### src/rtl/token_table_lexer_defines.svh
// Assertion macros for the token table lexer.
`ifndef TOKEN_TABLE_LEXER_DEFINES_SVH
`define TOKEN_TABLE_LEXER_DEFINES_SVH
// Implication checked on every clock edge outside reset.
`define TTL_ASSERT_IMP(label, ante, cons) \
  label: assert property (@(posedge clk) disable iff (!rst_n) (ante) |-> (cons)) \
    else $error("assertion failed");
// Next-cycle implication checked outside reset.
`define TTL_ASSERT_NXT(label, ante, cons) \
  label: assert property (@(posedge clk) disable iff (!rst_n) (ante) |=> (cons)) \
    else $error("assertion failed");
`endif

### src/rtl/ttl_pkg.sv
// Package for the token table lexer: types and constants.
package ttl_pkg;
  localparam int LookDepth = 8;
  localparam int EntryRegs = 4;
  localparam logic [1:0] KindWord  = 2'd0;
  localparam logic [1:0] KindEntry = 2'd1;
  localparam logic [1:0] KindEnd   = 2'd2;
  localparam logic [2:0] CfgLens   = 3'd4;

  typedef enum logic [1:0] {
    ST_FILL,
    ST_RESOLVE,
    ST_FINISH,
    ST_MARK
  } state_t;

  typedef struct packed {
    logic [1:0]  kind;
    logic [1:0]  entry_index;
    logic [31:0] start_offset;
    logic [15:0] token_length;
    logic        run_last;
  } result_t;

  function automatic logic is_space(input logic [7:0] c);
    return (c == 8'h20) || (c == 8'h09) || (c == 8'h0d) || (c == 8'h0a) ||
           (c == 8'h0b) || (c == 8'h0c);
  endfunction
endpackage

### src/rtl/token_table_lexer.sv
// Top level of the token table lexer: cell chain, matcher, sequencer.
// Usage: text bytes enter on the in_ stream (tdata = text_byte, tuser =
// text_end). Tokens leave on the out_ stream, one beat each, tlast marking
// the last token caused by an input byte. Table entries are written on the
// cfg_ port while the block is idle.
// While the lookahead fills, a byte is only loaded. Once it is full, a byte
// is loaded in the fill state and its position resolved in the resolve
// state; a word flushed ahead of an entry token costs one more resolve step.
// A final byte drains the lookahead through the resolve state (an entry
// match takes its whole length at once), then the empty check, the open
// word in the finish state and the end marker in the mark state follow.
// The matcher compares every entry against the cell chain in parallel;
// a matched entry shifts the chain by its length in one shift.
// Results are set by the resolve, finish or mark state and held in the output register.
// Reset clears the buffer, offsets, word state and table registers.
// If the receiver stalls, the output register holds its beat; the next
// byte may still be loaded, but the sequencer waits before a new beat.
module token_table_lexer import ttl_pkg::*; #(
  parameter int TABLE_ENTRIES = 4,
  parameter int ENTRY_MAX_LEN = 8
) (
  input  logic        clk,
  input  logic        rst_n,
  input  logic        in_tvalid,
  output logic        in_tready,
  input  logic [7:0]  in_tdata,   // text_byte
  input  logic        in_tuser,   // text_end
  output logic        out_tvalid,
  input  logic        out_tready,
  output logic [47:0] out_tdata,  // start_offset, token_length
  output logic [3:0]  out_tuser,  // kind, entry_index
  output logic        out_tlast,  // run_last
  input  logic        cfg_we,
  input  logic [2:0]  cfg_index,
  input  logic [63:0] cfg_data
);
  `include "token_table_lexer_defines.svh"

  localparam int FillMax = (ENTRY_MAX_LEN < LookDepth) ? ENTRY_MAX_LEN : LookDepth;

  logic [EntryRegs-1:0][63:0] entry_bytes_r;
  logic [15:0] entry_lengths_r;
  state_t state_r, state_nxt;
  logic [3:0]  fill_r, fill_nxt;
  logic [31:0] pos_r, pos_nxt, wstart_r, wstart_nxt;
  logic [15:0] wlen_r, wlen_nxt;
  logic        inword_r, inword_nxt;
  logic        pend_r, pend_nxt; // entry token waits after a word flush
  logic        last_r, last_nxt; // final byte being drained
  result_t     res_r, res_nxt;
  logic        ov_r, ov_nxt;
  logic [LookDepth-1:0][7:0] buf_q, shifted;
  logic [3:0]  shamt;
  logic        do_shift, do_load, do_clear;
  logic        hit;
  logic [1:0]  hit_index;
  logic [3:0]  hit_len;
  logic        accept;

  // Config registers
  always_ff @(posedge clk) begin
    if (!rst_n) begin
      entry_bytes_r <= '0;
      entry_lengths_r <= '0;
    end else if (cfg_we) begin
      if (cfg_index < CfgLens) entry_bytes_r[cfg_index[1:0]] <= cfg_data;
      else if (cfg_index == CfgLens) entry_lengths_r <= cfg_data[15:0];
    end
  end

  // Lookahead chain: shift by up to LookDepth positions via per-cell mux
  always_comb begin
    for (int i = 0; i < LookDepth; i++) begin
      shifted[i] = 8'd0;
      for (int s = 1; s <= LookDepth; s++) begin
        if ((32'(shamt) == s) && (i + s < LookDepth)) shifted[i] = buf_q[i + s];
      end
    end
  end

  for (genvar g = 0; g < LookDepth; g++) begin : g_cell
    ttl_cell u_cell (
      .clk(clk), .load(do_load && (fill_r == 4'(g))), .shift(do_shift),
      .clear(do_clear || !rst_n), .load_byte(in_tdata), .right_byte(shifted[g]),
      .byte_q(buf_q[g])
    );
  end

  ttl_match #(.TABLE_ENTRIES(TABLE_ENTRIES), .ENTRY_MAX_LEN(ENTRY_MAX_LEN)) u_match (
    .buf_bytes(buf_q), .fill(fill_r), .entry_bytes(entry_bytes_r),
    .entry_lengths(entry_lengths_r), .hit(hit), .hit_index(hit_index), .hit_len(hit_len)
  );

  // Loading a byte never touches the output register
  assign in_tready = (state_r == ST_FILL);
  assign accept = in_tvalid && in_tready;

  // Sequencer
  always_comb begin
    logic go;
    logic [3:0] len1;
    state_nxt = state_r;
    fill_nxt = fill_r;
    pos_nxt = pos_r;
    wstart_nxt = wstart_r;
    wlen_nxt = wlen_r;
    inword_nxt = inword_r;
    pend_nxt = pend_r;
    last_nxt = last_r;
    res_nxt = res_r;
    ov_nxt = ov_r && !out_tready;
    do_load = 1'b0;
    do_shift = 1'b0;
    do_clear = 1'b0;
    shamt = 4'd0;
    go = !ov_r || out_tready;
    len1 = 4'd1;
    case (state_r)
      ST_FILL: begin
        if (accept) begin
          do_load = (32'(fill_r) < FillMax);
          if (do_load) fill_nxt = fill_r + 4'd1;
          last_nxt = in_tuser;
          if (in_tuser || (32'(fill_nxt) >= FillMax)) state_nxt = ST_RESOLVE;
        end
      end
      ST_RESOLVE: begin
        if (go) begin
          if (fill_r == 4'd0) begin
            state_nxt = ST_FINISH;
          end else if (hit && inword_r && !pend_r) begin
            res_nxt = '{KindWord, 2'd0, wstart_r, wlen_r, 1'b0};
            ov_nxt = 1'b1;
            inword_nxt = 1'b0;
            wlen_nxt = 16'd0;
            pend_nxt = 1'b1;
          end else if (hit) begin
            res_nxt = '{KindEntry, hit_index, pos_r, {12'd0, hit_len}, !last_r};
            ov_nxt = 1'b1;
            pend_nxt = 1'b0;
            do_shift = 1'b1;
            shamt = hit_len;
            fill_nxt = fill_r - hit_len;
            pos_nxt = pos_r + 32'(hit_len);
            if (!last_r) state_nxt = ST_FILL;
          end else begin
            do_shift = 1'b1;
            shamt = len1;
            fill_nxt = fill_r - 4'd1;
            pos_nxt = pos_r + 32'd1;
            if (is_space(buf_q[0])) begin
              if (inword_r) begin
                res_nxt = '{KindWord, 2'd0, wstart_r, wlen_r, !last_r};
                ov_nxt = 1'b1;
              end
              inword_nxt = 1'b0;
              wlen_nxt = 16'd0;
            end else if (!inword_r) begin
              inword_nxt = 1'b1;
              wstart_nxt = pos_r;
              wlen_nxt = 16'd1;
            end else if (wlen_r != 16'hffff) begin
              wlen_nxt = wlen_r + 16'd1;
            end
            if (!last_r) state_nxt = ST_FILL;
          end
        end
      end
      ST_FINISH: begin
        if (go) begin
          if (inword_r) begin
            res_nxt = '{KindWord, 2'd0, wstart_r, wlen_r, 1'b0};
            ov_nxt = 1'b1;
          end
          inword_nxt = 1'b0;
          wlen_nxt = 16'd0;
          state_nxt = ST_MARK;
        end
      end
      ST_MARK: begin
        if (go) begin
          res_nxt = '{KindEnd, 2'd0, pos_r, 16'd0, 1'b1};
          ov_nxt = 1'b1;
          do_clear = 1'b1;
          fill_nxt = 4'd0;
          pos_nxt = 32'd0;
          wstart_nxt = 32'd0;
          last_nxt = 1'b0;
          state_nxt = ST_FILL;
        end
      end
      default: state_nxt = ST_FILL;
    endcase
  end

  // State and output registers
  always_ff @(posedge clk) begin
    if (!rst_n) begin
      state_r <= ST_FILL;
      fill_r <= 4'd0;
      pos_r <= 32'd0;
      wstart_r <= 32'd0;
      wlen_r <= 16'd0;
      inword_r <= 1'b0;
      pend_r <= 1'b0;
      last_r <= 1'b0;
      ov_r <= 1'b0;
    end else begin
      state_r <= state_nxt;
      fill_r <= fill_nxt;
      pos_r <= pos_nxt;
      wstart_r <= wstart_nxt;
      wlen_r <= wlen_nxt;
      inword_r <= inword_nxt;
      pend_r <= pend_nxt;
      last_r <= last_nxt;
      ov_r <= ov_nxt;
    end
  end

  always_ff @(posedge clk) begin
    res_r <= res_nxt;
  end

  assign out_tvalid = ov_r;
  assign out_tdata = {res_r.token_length, res_r.start_offset};
  assign out_tuser = {res_r.entry_index, res_r.kind};
  assign out_tlast = res_r.run_last;

  function automatic logic go_q(input logic v, input logic r);
    return !v || r;
  endfunction

  `TTL_ASSERT_IMP(a_fill_bound, 1'b1, 32'(fill_r) <= FillMax)
  `TTL_ASSERT_IMP(a_no_accept_busy, state_r != ST_FILL, !in_tready)
  `TTL_ASSERT_NXT(a_mark_clears, (state_r == ST_MARK) && go_q(ov_r, out_tready),
                  (fill_r == 4'd0) && (pos_r == 32'd0))
endmodule

### src/rtl/ttl_cell.sv
// One lookahead cell: holds a buffered byte and shifts toward the head.
module ttl_cell import ttl_pkg::*; (
  input  logic       clk,
  input  logic       load,
  input  logic       shift,
  input  logic       clear,
  input  logic [7:0] load_byte,
  input  logic [7:0] right_byte,
  output logic [7:0] byte_q
);
  logic [7:0] byte_r;
  always_ff @(posedge clk) begin
    if (clear) begin
      byte_r <= 8'd0;
    end else if (shift) begin
      byte_r <= right_byte;
    end else if (load) begin
      byte_r <= load_byte;
    end
  end
  assign byte_q = byte_r;
endmodule

### src/rtl/ttl_match.sv
// Entry matcher: first table entry whose bytes equal the buffer head.
module ttl_match import ttl_pkg::*; #(
  parameter int TABLE_ENTRIES = 4,
  parameter int ENTRY_MAX_LEN = 8
) (
  input  logic [LookDepth-1:0][7:0] buf_bytes,
  input  logic [3:0]                fill,
  input  logic [EntryRegs-1:0][63:0] entry_bytes,
  input  logic [15:0]               entry_lengths,
  output logic                      hit,
  output logic [1:0]                hit_index,
  output logic [3:0]                hit_len
);
  logic [EntryRegs-1:0] ok;
  always_comb begin
    for (int e = 0; e < EntryRegs; e++) begin
      logic [3:0] len;
      len = entry_lengths[4*e +: 4];
      ok[e] = (e < TABLE_ENTRIES) && (len != 4'd0) &&
              (32'(len) <= ENTRY_MAX_LEN) && (len <= fill);
      for (int k = 0; k < LookDepth; k++) begin
        if ((k < 32'(len)) && (entry_bytes[e][8*k +: 8] != buf_bytes[k])) ok[e] = 1'b0;
      end
    end
    hit = 1'b0;
    hit_index = 2'd0;
    hit_len = 4'd0;
    for (int e = EntryRegs - 1; e >= 0; e--) begin
      if (ok[e]) begin
        hit = 1'b1;
        hit_index = 2'(e);
        hit_len = entry_lengths[4*e +: 4];
      end
    end
  end
endmodule
### config.mk
export PLATFORM = sky130hd
export DESIGN_NAME = token_table_lexer
export DESIGN_NICKNAME = d
export VERILOG_FILES = /design/src/rtl/ttl_pkg.sv /design/src/rtl/token_table_lexer.sv /design/src/rtl/ttl_cell.sv /design/src/rtl/ttl_match.sv
export VERILOG_INCLUDE_DIRS = /design/src /design/src/rtl
export SDC_FILE = /design/constraint.sdc
export NUM_CORES = 1
export LEC_CHECK = 0
export BUFFER_PORTS_ARGS = -buffer_cell sky130_fd_sc_hd__buf_2
export CAP_MARGIN = 0
export CORE_MARGIN = 2
export CORE_UTILIZATION = 40
export DETAILED_ROUTE_END_ITERATION = 7
export PLACE_DENSITY = 0.52
export SLEW_MARGIN = 10
export SYNTH_ARGS = -nofsm -noshare
export SYNTH_HDL_FRONTEND = slang
export SYNTH_SLANG_ARGS = --single-unit
### constraint.sdc
create_clock -name clk -period 15.4 [get_ports clk]
set_input_delay 4.62 -clock clk [delete_from_list [all_inputs] [get_ports clk]]
set_output_delay 4.62 -clock clk [all_outputs]
set_load 0.05 [all_outputs]
==> results of run 1 <==
[per-stage QoR]
| stage | total power [W] | hold WS [ps] | instances | instance area [µm²] |
|---|---|---|---|---|
| 2_1_floorplan | 0.002411 | 428.4 | 3031 | 24370 |
| 3_3_place_gp | 0.002906 | 434.2 | 3740 | 25320 |
| 6_report | 0.004262 | 447.9 | 3843 | 27170 |
| 3_5_place_dp | 0.002921 | 441.3 | 3740 | 25320 |
| 4_1_cts | 0.004273 | 448.4 | 3841 | 27160 |
| 5_1_grt | 0.004450 | 464.7 | 3842 | 27160 |
[registers in the layout, indices dropped and copies added (netlist names), 4 cells and up, named ones only]
register,cells
out_tuser,4
g_cell.u_cell.byte_q,64
wstart_r,32
entry_lengths_r,16
out_tdata,48
fill_r,4
entry_bytes_r,256
wlen_r,16
pos_r,32
[how the worst max path moves through the flow]
stage,startpoint,endpoint,slack (ps),depth (start not counted)
2_1_floorplan,out_tready,out_tdata[0],7650,2
3_3_place_gp,out_tready,g_cell[2].u_cell.byte_q[7],7940,10
3_5_place_dp,out_tready,g_cell[2].u_cell.byte_q[4],7890,10
4_1_cts,g_cell[7].u_cell.byte_q[1],pos_r[28],8530,19
5_1_grt,g_cell[7].u_cell.byte_q[1],pos_r[28],7980,19
6_report,out_tready,g_cell[2].u_cell.byte_q[4],8420,10
[cell type report]
type                    instances  share of cell area (%)
clock inverters                20                  0.9810
diodes                          2                 0.01842
flip-flops and latches        479                   37.25
clock buffers                  81                   5.794
well taps                     782                   3.602
repair buffers                161                   3.252
multi-input cells            2278                   48.52
inverters                      40                  0.5803
[power by group through the flow]
stage	clock, W	combinational, W	sequential, W
2_1_floorplan	0	0.000929	0.00148
3_3_place_gp	0	0.00130	0.00161
3_5_place_dp	0	0.00131	0.00161
4_1_cts	0.00137	0.00132	0.00158
5_1_grt	0.00142	0.00143	0.00159
6_report	0.00134	0.00133	0.00159
[metal layers]
| metal | up-vias | part of all wire (%) | GRT usage (%) |
|---|---|---|---|
| met3 | 166 | 6.4 | 4.152 |
| met2 | 716 | 45 | 41.49 |
| met1 | 10472 | 45 | 35.41 |
| li1 | 10342 | - | - |
| met5 | - | 0 | 0 |
| met4 | 0 | 3.4 | 9.050 |
[worst max-delay path: stages]
cell	delay, ps
buf_2	110
nand2b_1	260
nand2_1	210
or3_1	490
nor3_1	180
buf_4	230
and2_1	630
nor2_1	370
o21ai_0	200
o32ai_2	140
[cells by family (layout without fill, tap and decap cells)]
logic type,count (synthesis),in the layout,synth area share [%]
simple gates,1178,1178,21.63
compound gates,723,723,17.61
flops,479,479,41.53
xor+xnor,287,287,10.32
buf+inv,274,302,4.683
mux,60,60,2.624
fa+ha+maj,30,30,1.602
other cells,0,2,0
[cell usage in the layout (no fill, tap or decap), drive strengths merged, types with 7 or more instances in the layout]
master	instances
o32ai	11
mux2	31
a31oi	10
o22ai	14
and2	33
a221oi	8
edfxtp	53
nand2	729
nand2b	11
a21boi	16
and3	38
o221ai	16
mux2i	29
nor2b	11
a22oi	33
inv	41
nand4	45
or3	13
dfxtp	426
a21oi	422
o21ai	104
a211oi	12
nor3	25
ha	28
clkinv	11
o21bai	9
nor2	118
o21a	17
nand3	73
clkbuf	81
a21o	11
buf	161
nor4	36
xnor2	126
or3b	11
xor2	161
or2	7
a2bb2oi	15
==> flow_metrics.py, run 1 <==
metrics = {
    "global_route": {
        "grt_pass1_wl_um": 126500,
        "antenna_found_initial": 2,
        "grt_use_total_pct": 25.90,
        "grt-ovfl-total": 0,
        "grt_max_degree": 181,
        "first_global_vias": 20497,
    },
    "sta": {
        "fin_tns_setup_ps": 0,
        "maxSlewViolCount": 0,
        "hold_viol": 0,
        "clock_skew_ps": 39.17,
        "fin_ws_ps": 8417,
        "maxSlewHeadroom_pct": 16.19,
        "rsz0062_at_grt": "false",
        "setup_viol": 0,
        "fin_crit_sh_pct": 45.35,
        "worst_pin_slew_ps": 1257,
        "fmax_mhz": 143.2,
        "layout_min_cycle_time_ps": 6983,
    },
    "drt": {
        "ant_nets": 0,
        "via_count": 21696,
        "wl_per_cell_um": 21.75,
        "drt_iter0_drc": 1586,
        "routed_wl_um": 83600,
        "viasPerCell": 5.646,
        "drt_first_pass_iters": 5,
        "route.detailed.drc": 0,
    },
    "power_and_ir_drop": {
        "p_switching_w": 0.001662,
        "seqPwrFrac_pct": 37.2,
        "switching_share_pct": 39.01,
        "clock_power_share_pct": 31.5,
        "power_density_mw_per_mm2": 156.9,
        "leakage_nw": 10.09,
        "p_int_w": 0.002599,
        "combPwrFrac_pct": 31.3,
        "peakVddDrop_v": 0.00008882,
    },
    "cells_and_area": {
        "fill_cells": 5975,
        "finish.utilization_pct": 45.09,
        "multi_input_area_mm2": 0.01318,
        "ff_latch_area_mm2": 0.01012,
        "area_growth_pct": 11.49,
        "drive_gt1_share_pct": 10.69,
        "finalNetCount": 3126,
    },
    "cts": {
        "h-tree-depth": 2,
        "cts_buffer_depth": 3,
        "clock-root-buffer": "clkbuf_16",
        "post_cts_resized": 0,
        "numCtsBuffers": 55,
        "cts.sinks": 479,
        "clk_pin_slew_worst_paths_ps": 70,
        "hold_buffers": 0,
        "cts_tree": "built",
        "clk-insertion-delay-late_ps": 620,
        "post_cts_buffers": 0,
    },
    "yosys": {
        "netlist_top_cells_area": "dfxtp_1, nand2_1, a21oi_1, edfxtp_1, xor2_1",
        "ys_seq_area_share_pct": 41.53,
        "synth.distinct_cells": 82,
        "netlist.top_cell.by_area": "dfxtp_1",
        "synth_area_per_cell_um2": 8.039,
        "synth_edf_count": 53,
        "synth_nets": 3142,
        "ys_ff_latch": 479,
        "yosysTopAreaCellShare_pct": 35.00,
        "synth_common_cells": "nand2_1, dfxtp_1, a21oi_1",
        "synth-warning-count": 0,
        "postSynthCellCount": 3031,
        "synth_ff_type": "dfxtp_1",
        "yosysMostFrequentCell": "nand2_1",
        "syn-cell-area_mm2": 0.02437,
        "async_flop_share_pct": 0,
    },
    "setup_path": {
        "crit_fanout": 16,
        "worstPathArrival_ps": 7450,
        "regToRegSetupSlack_ps": 8450,
        "r2r-start": "g_cell[7].u_cell.byte_q[1]",
        "r2r_cells": 19,
        "cp-start-kind": "primary input",
        "worstPathRequired_ps": 15870,
        "path_class": "in2reg",
        "timing.rr.end": "pos_r[28]",
        "worst_setup_path_end_kind": "flip-flop",
    },
    "floorplanning": {
        "core_area_mm2": 0.06025,
        "rows": 90,
        "dieArea_mm2": 0.06291,
        "initial_core_util_pct": 40.44,
        "die_width_um": 250.8,
        "die_h_um": 250.8,
        "ios": 136,
    },
    "worst_hold_path": {
        "holdPathStages": 2,
        "holdCritPathClass": "reg2reg",
        "hp-start": "wstart_r[15]",
        "holdPathEnd": "wstart_r[15]",
    },
    "placed_design": {
        "dp.final_hpwl_um": 56530,
        "place_worst_setup_slack_ps": 7887,
        "gp_congestion": 0.9560,
        "portBuffers": 135,
    },
    "job": {
        "maxCapViolations": 0,
    },
    "outcome": {
        "status": "completed",
    },
}
Note: power is estimated with default switching activity, not from simulation.
==> inputs of run 2 (changes only) <==
PLACE_DENSITY = 0.54   (was 0.52)
clock period = 6.2 ns   (was 15.4 ns; I/O delays follow)
==> flow_metrics.py, run 2 (synthesis gave the netlist of run 1 again) <==
metrics = {
    "outcome": {
        "status": "completed",
    },
    "setup_path": {
        "path_class": "reg2reg",
        "crit_start": "g_cell[1].u_cell.byte_q[6]",
        "cp-start-kind": "flip-flop",
        "crit_fanout": 17,
        "worstPathArrival_ps": 6300,
        "r2r-start": "g_cell[1].u_cell.byte_q[6]",
        "worstPathRequired_ps": 6670,
        "worst_setup_path_end_kind": "flip-flop",
        "timing.rr.end": "pos_r[18]",
        "regToRegSetupSlack_ps": 370,
        "r2r_cells": 18,
    },
    "global_route": {
        "grt_use_total_pct": 26.64,
        "use_met2_pct": 43.15,
        "grt.busiest_layer": "met2",
        "use_met1_pct": 36.28,
        "antenna_found_initial": 1,
        "grt_pass1_wl_um": 130300,
        "met3_usage_pct": 3.883,
        "first_global_vias": 20848,
        "grt_max_degree": 103,
        "grt-ovfl-total": 0,
    },
    "cells_and_area": {
        "top_register": "entry_bytes_r",
        "largest_register_ffs": 256,
        "area_growth_pct": 12.72,
        "final_common_cell": "nand2_1",
        "stdcell_count": 3875,
        "fin_area_mm2": 0.02747,
        "finalNetCount": 3158,
        "fill_cells": 5980,
        "drive_gt1_share_pct": 11.74,
        "most-common-layout-cells": "nand2_1, dfxtp_1, a21oi_1, xor2_1, buf_2",
    },
    "cts": {
        "post_cts_buffers": 0,
        "cts_tree": "built",
        "numCtsBuffers": 54,
        "clk_pin_slew_worst_paths_ps": 60,
        "h-tree-depth": 2,
        "cts_buffer_depth": 3,
        "clk-insertion-delay-late_ps": 610,
        "hold_buffers": 0,
        "cts.sinks": 479,
        "post_cts_resized": 0,
        "clock-root-buffer": "clkbuf_16",
    },
    "sta": {
        "layout_min_cycle_time_ps": 5827,
        "maxSlewHeadroom_pct": 12.16,
        "worst_pin_slew_ps": 1306,
        "hold_viol": 0,
        "fin_tns_setup_ps": 0,
        "fin_crit_sh_pct": 93.98,
        "maxSlewViolCount": 0,
        "rsz0062_at_grt": "false",
        "clock_skew_ps": 19.44,
        "setup_viol": 0,
        "fmax_mhz": 171.6,
        "fin_ws_ps": 373.1,
    },
    "placed_design": {
        "portBuffers": 135,
        "post_dp_cell_area_mm2": 0.02558,
        "dp.final_hpwl_um": 60220,
        "place_worst_setup_slack_ps": 558.8,
        "dp_cells": 3773,
        "gp_congestion": 0.9720,
    },
    "drt": {
        "wl_per_cell_um": 22.06,
        "route.detailed.drc": 0,
        "drt_iter0_drc": 1960,
        "ant_nets": 0,
        "drt_first_pass_iters": 6,
        "routed_wl_um": 85480,
        "via_count": 21979,
        "viasPerCell": 5.672,
    },
    "floorplanning": {
        "core_area_mm2": 0.06025,
        "initial_core_util_pct": 40.44,
        "ios": 136,
        "rows": 90,
        "die_h_um": 250.8,
        "dieArea_mm2": 0.06291,
        "die_width_um": 250.8,
    },
    "power_and_ir_drop": {
        "power_w": 0.01067,
        "p_int_w": 0.006557,
        "power_density_mw_per_mm2": 388.4,
        "p_switching_w": 0.004109,
        "peakVddDrop_v": 0.0002017,
        "seqPwrFrac_pct": 36.1,
        "clock_power_share_pct": 31.9,
        "combPwrFrac_pct": 32.0,
        "leakage_nw": 10.28,
        "switching_share_pct": 38.53,
    },
    "worst_hold_path": {
        "holdCritPathClass": "reg2reg",
        "holdPathStages": 2,
        "holdPathEnd": "wstart_r[2]",
        "hp-start": "wstart_r[2]",
    },
    "job": {
        "maxCapViolations": 0,
    },
}
[run 2: changes by cell type in the layout (fill, tap and decap cells not counted)]
cell	delta
buf_4	+32
clkbuf_1	-5
a2111oi_0	+1
a2111oi_1	-1
buf_12	+1
bufinv_16	+1
clkbuf_8	+1
clkinv_1	+1
inv_8	+1
[run 2: worst max-delay path by stage]
stage | endpoint | slack, ps | cells after the start
6_report | pos_r[18] | 370 | 18
5_1_grt | pos_r[28] | 80 | 18
4_1_cts | pos_r[18] | 520 | 18
3_5_place_dp | pos_r[18] | 560 | 18
3_3_place_gp | pos_r[18] | 610 | 18
2_1_floorplan | out_tdata[0] | 580 | 12
[run 2: power by group through the flow]
stage	Clock [W]	Sequential, W	Combinational [W]
detailed placement	0	0.00390	0.00335
global route	0.00359	0.00387	0.00365
global placement	0	0.00390	0.00334
CTS	0.00347	0.00383	0.00337
finish	0.00341	0.00385	0.00341
floorplan	0	0.00368	0.00231
[run 2: metal layers]
metal | up-vias | part of all wire (%) | wire, µm
li1 | 10406 | - | -
met1 | 10623 | 45 | 38320
met2 | 779 | 46 | 39100
met3 | 169 | 5.9 | 5067
met4 | 2 | 3.5 | 2977
met5 | - | 0.015 | 13
[run 2: area by class of cell]
cell class	instances	area (µm²)	share of cell area (%)
timing repair buffer	194	1144	4.164
clock inverter	23	311.5	1.134
inverter	40	157.7	0.5740
antenna	2	5.005	0.01822
clock buffer	77	1569	5.713
sequential	479	10120	36.85
multi-input combinational	2278	13180	47.99
tap	782	978.4	3.562
[run 2: critical path, stage by stage, from the launching register on]
cell and delay, ps:
dfxtp_1 620, xor2_1 170, nor4_1 1100, nand4_1 200, a2111o_1 490, a211oi_4 760
nor3_2 110, buf_4 230, nand2b_1 190, ha_1 210, inv_1 80, fa_1 190
inv_1 70, a21o_1 180, a21oi_1 450, nor2_1 250, nand4_1 170, xor2_1 160
nor2_1 50
[run 2: through the flow]
stage | hold WS [ps] | utilization (%)
3_3_place_gp | 433.9 | 42.46
5_1_grt | 466.6 | 45.58
2_1_floorplan | 428.4 | -
4_1_cts | 450.9 | 45.58
6_report | 445.2 | 45.59
3_5_place_dp | 441.5 | 42.46
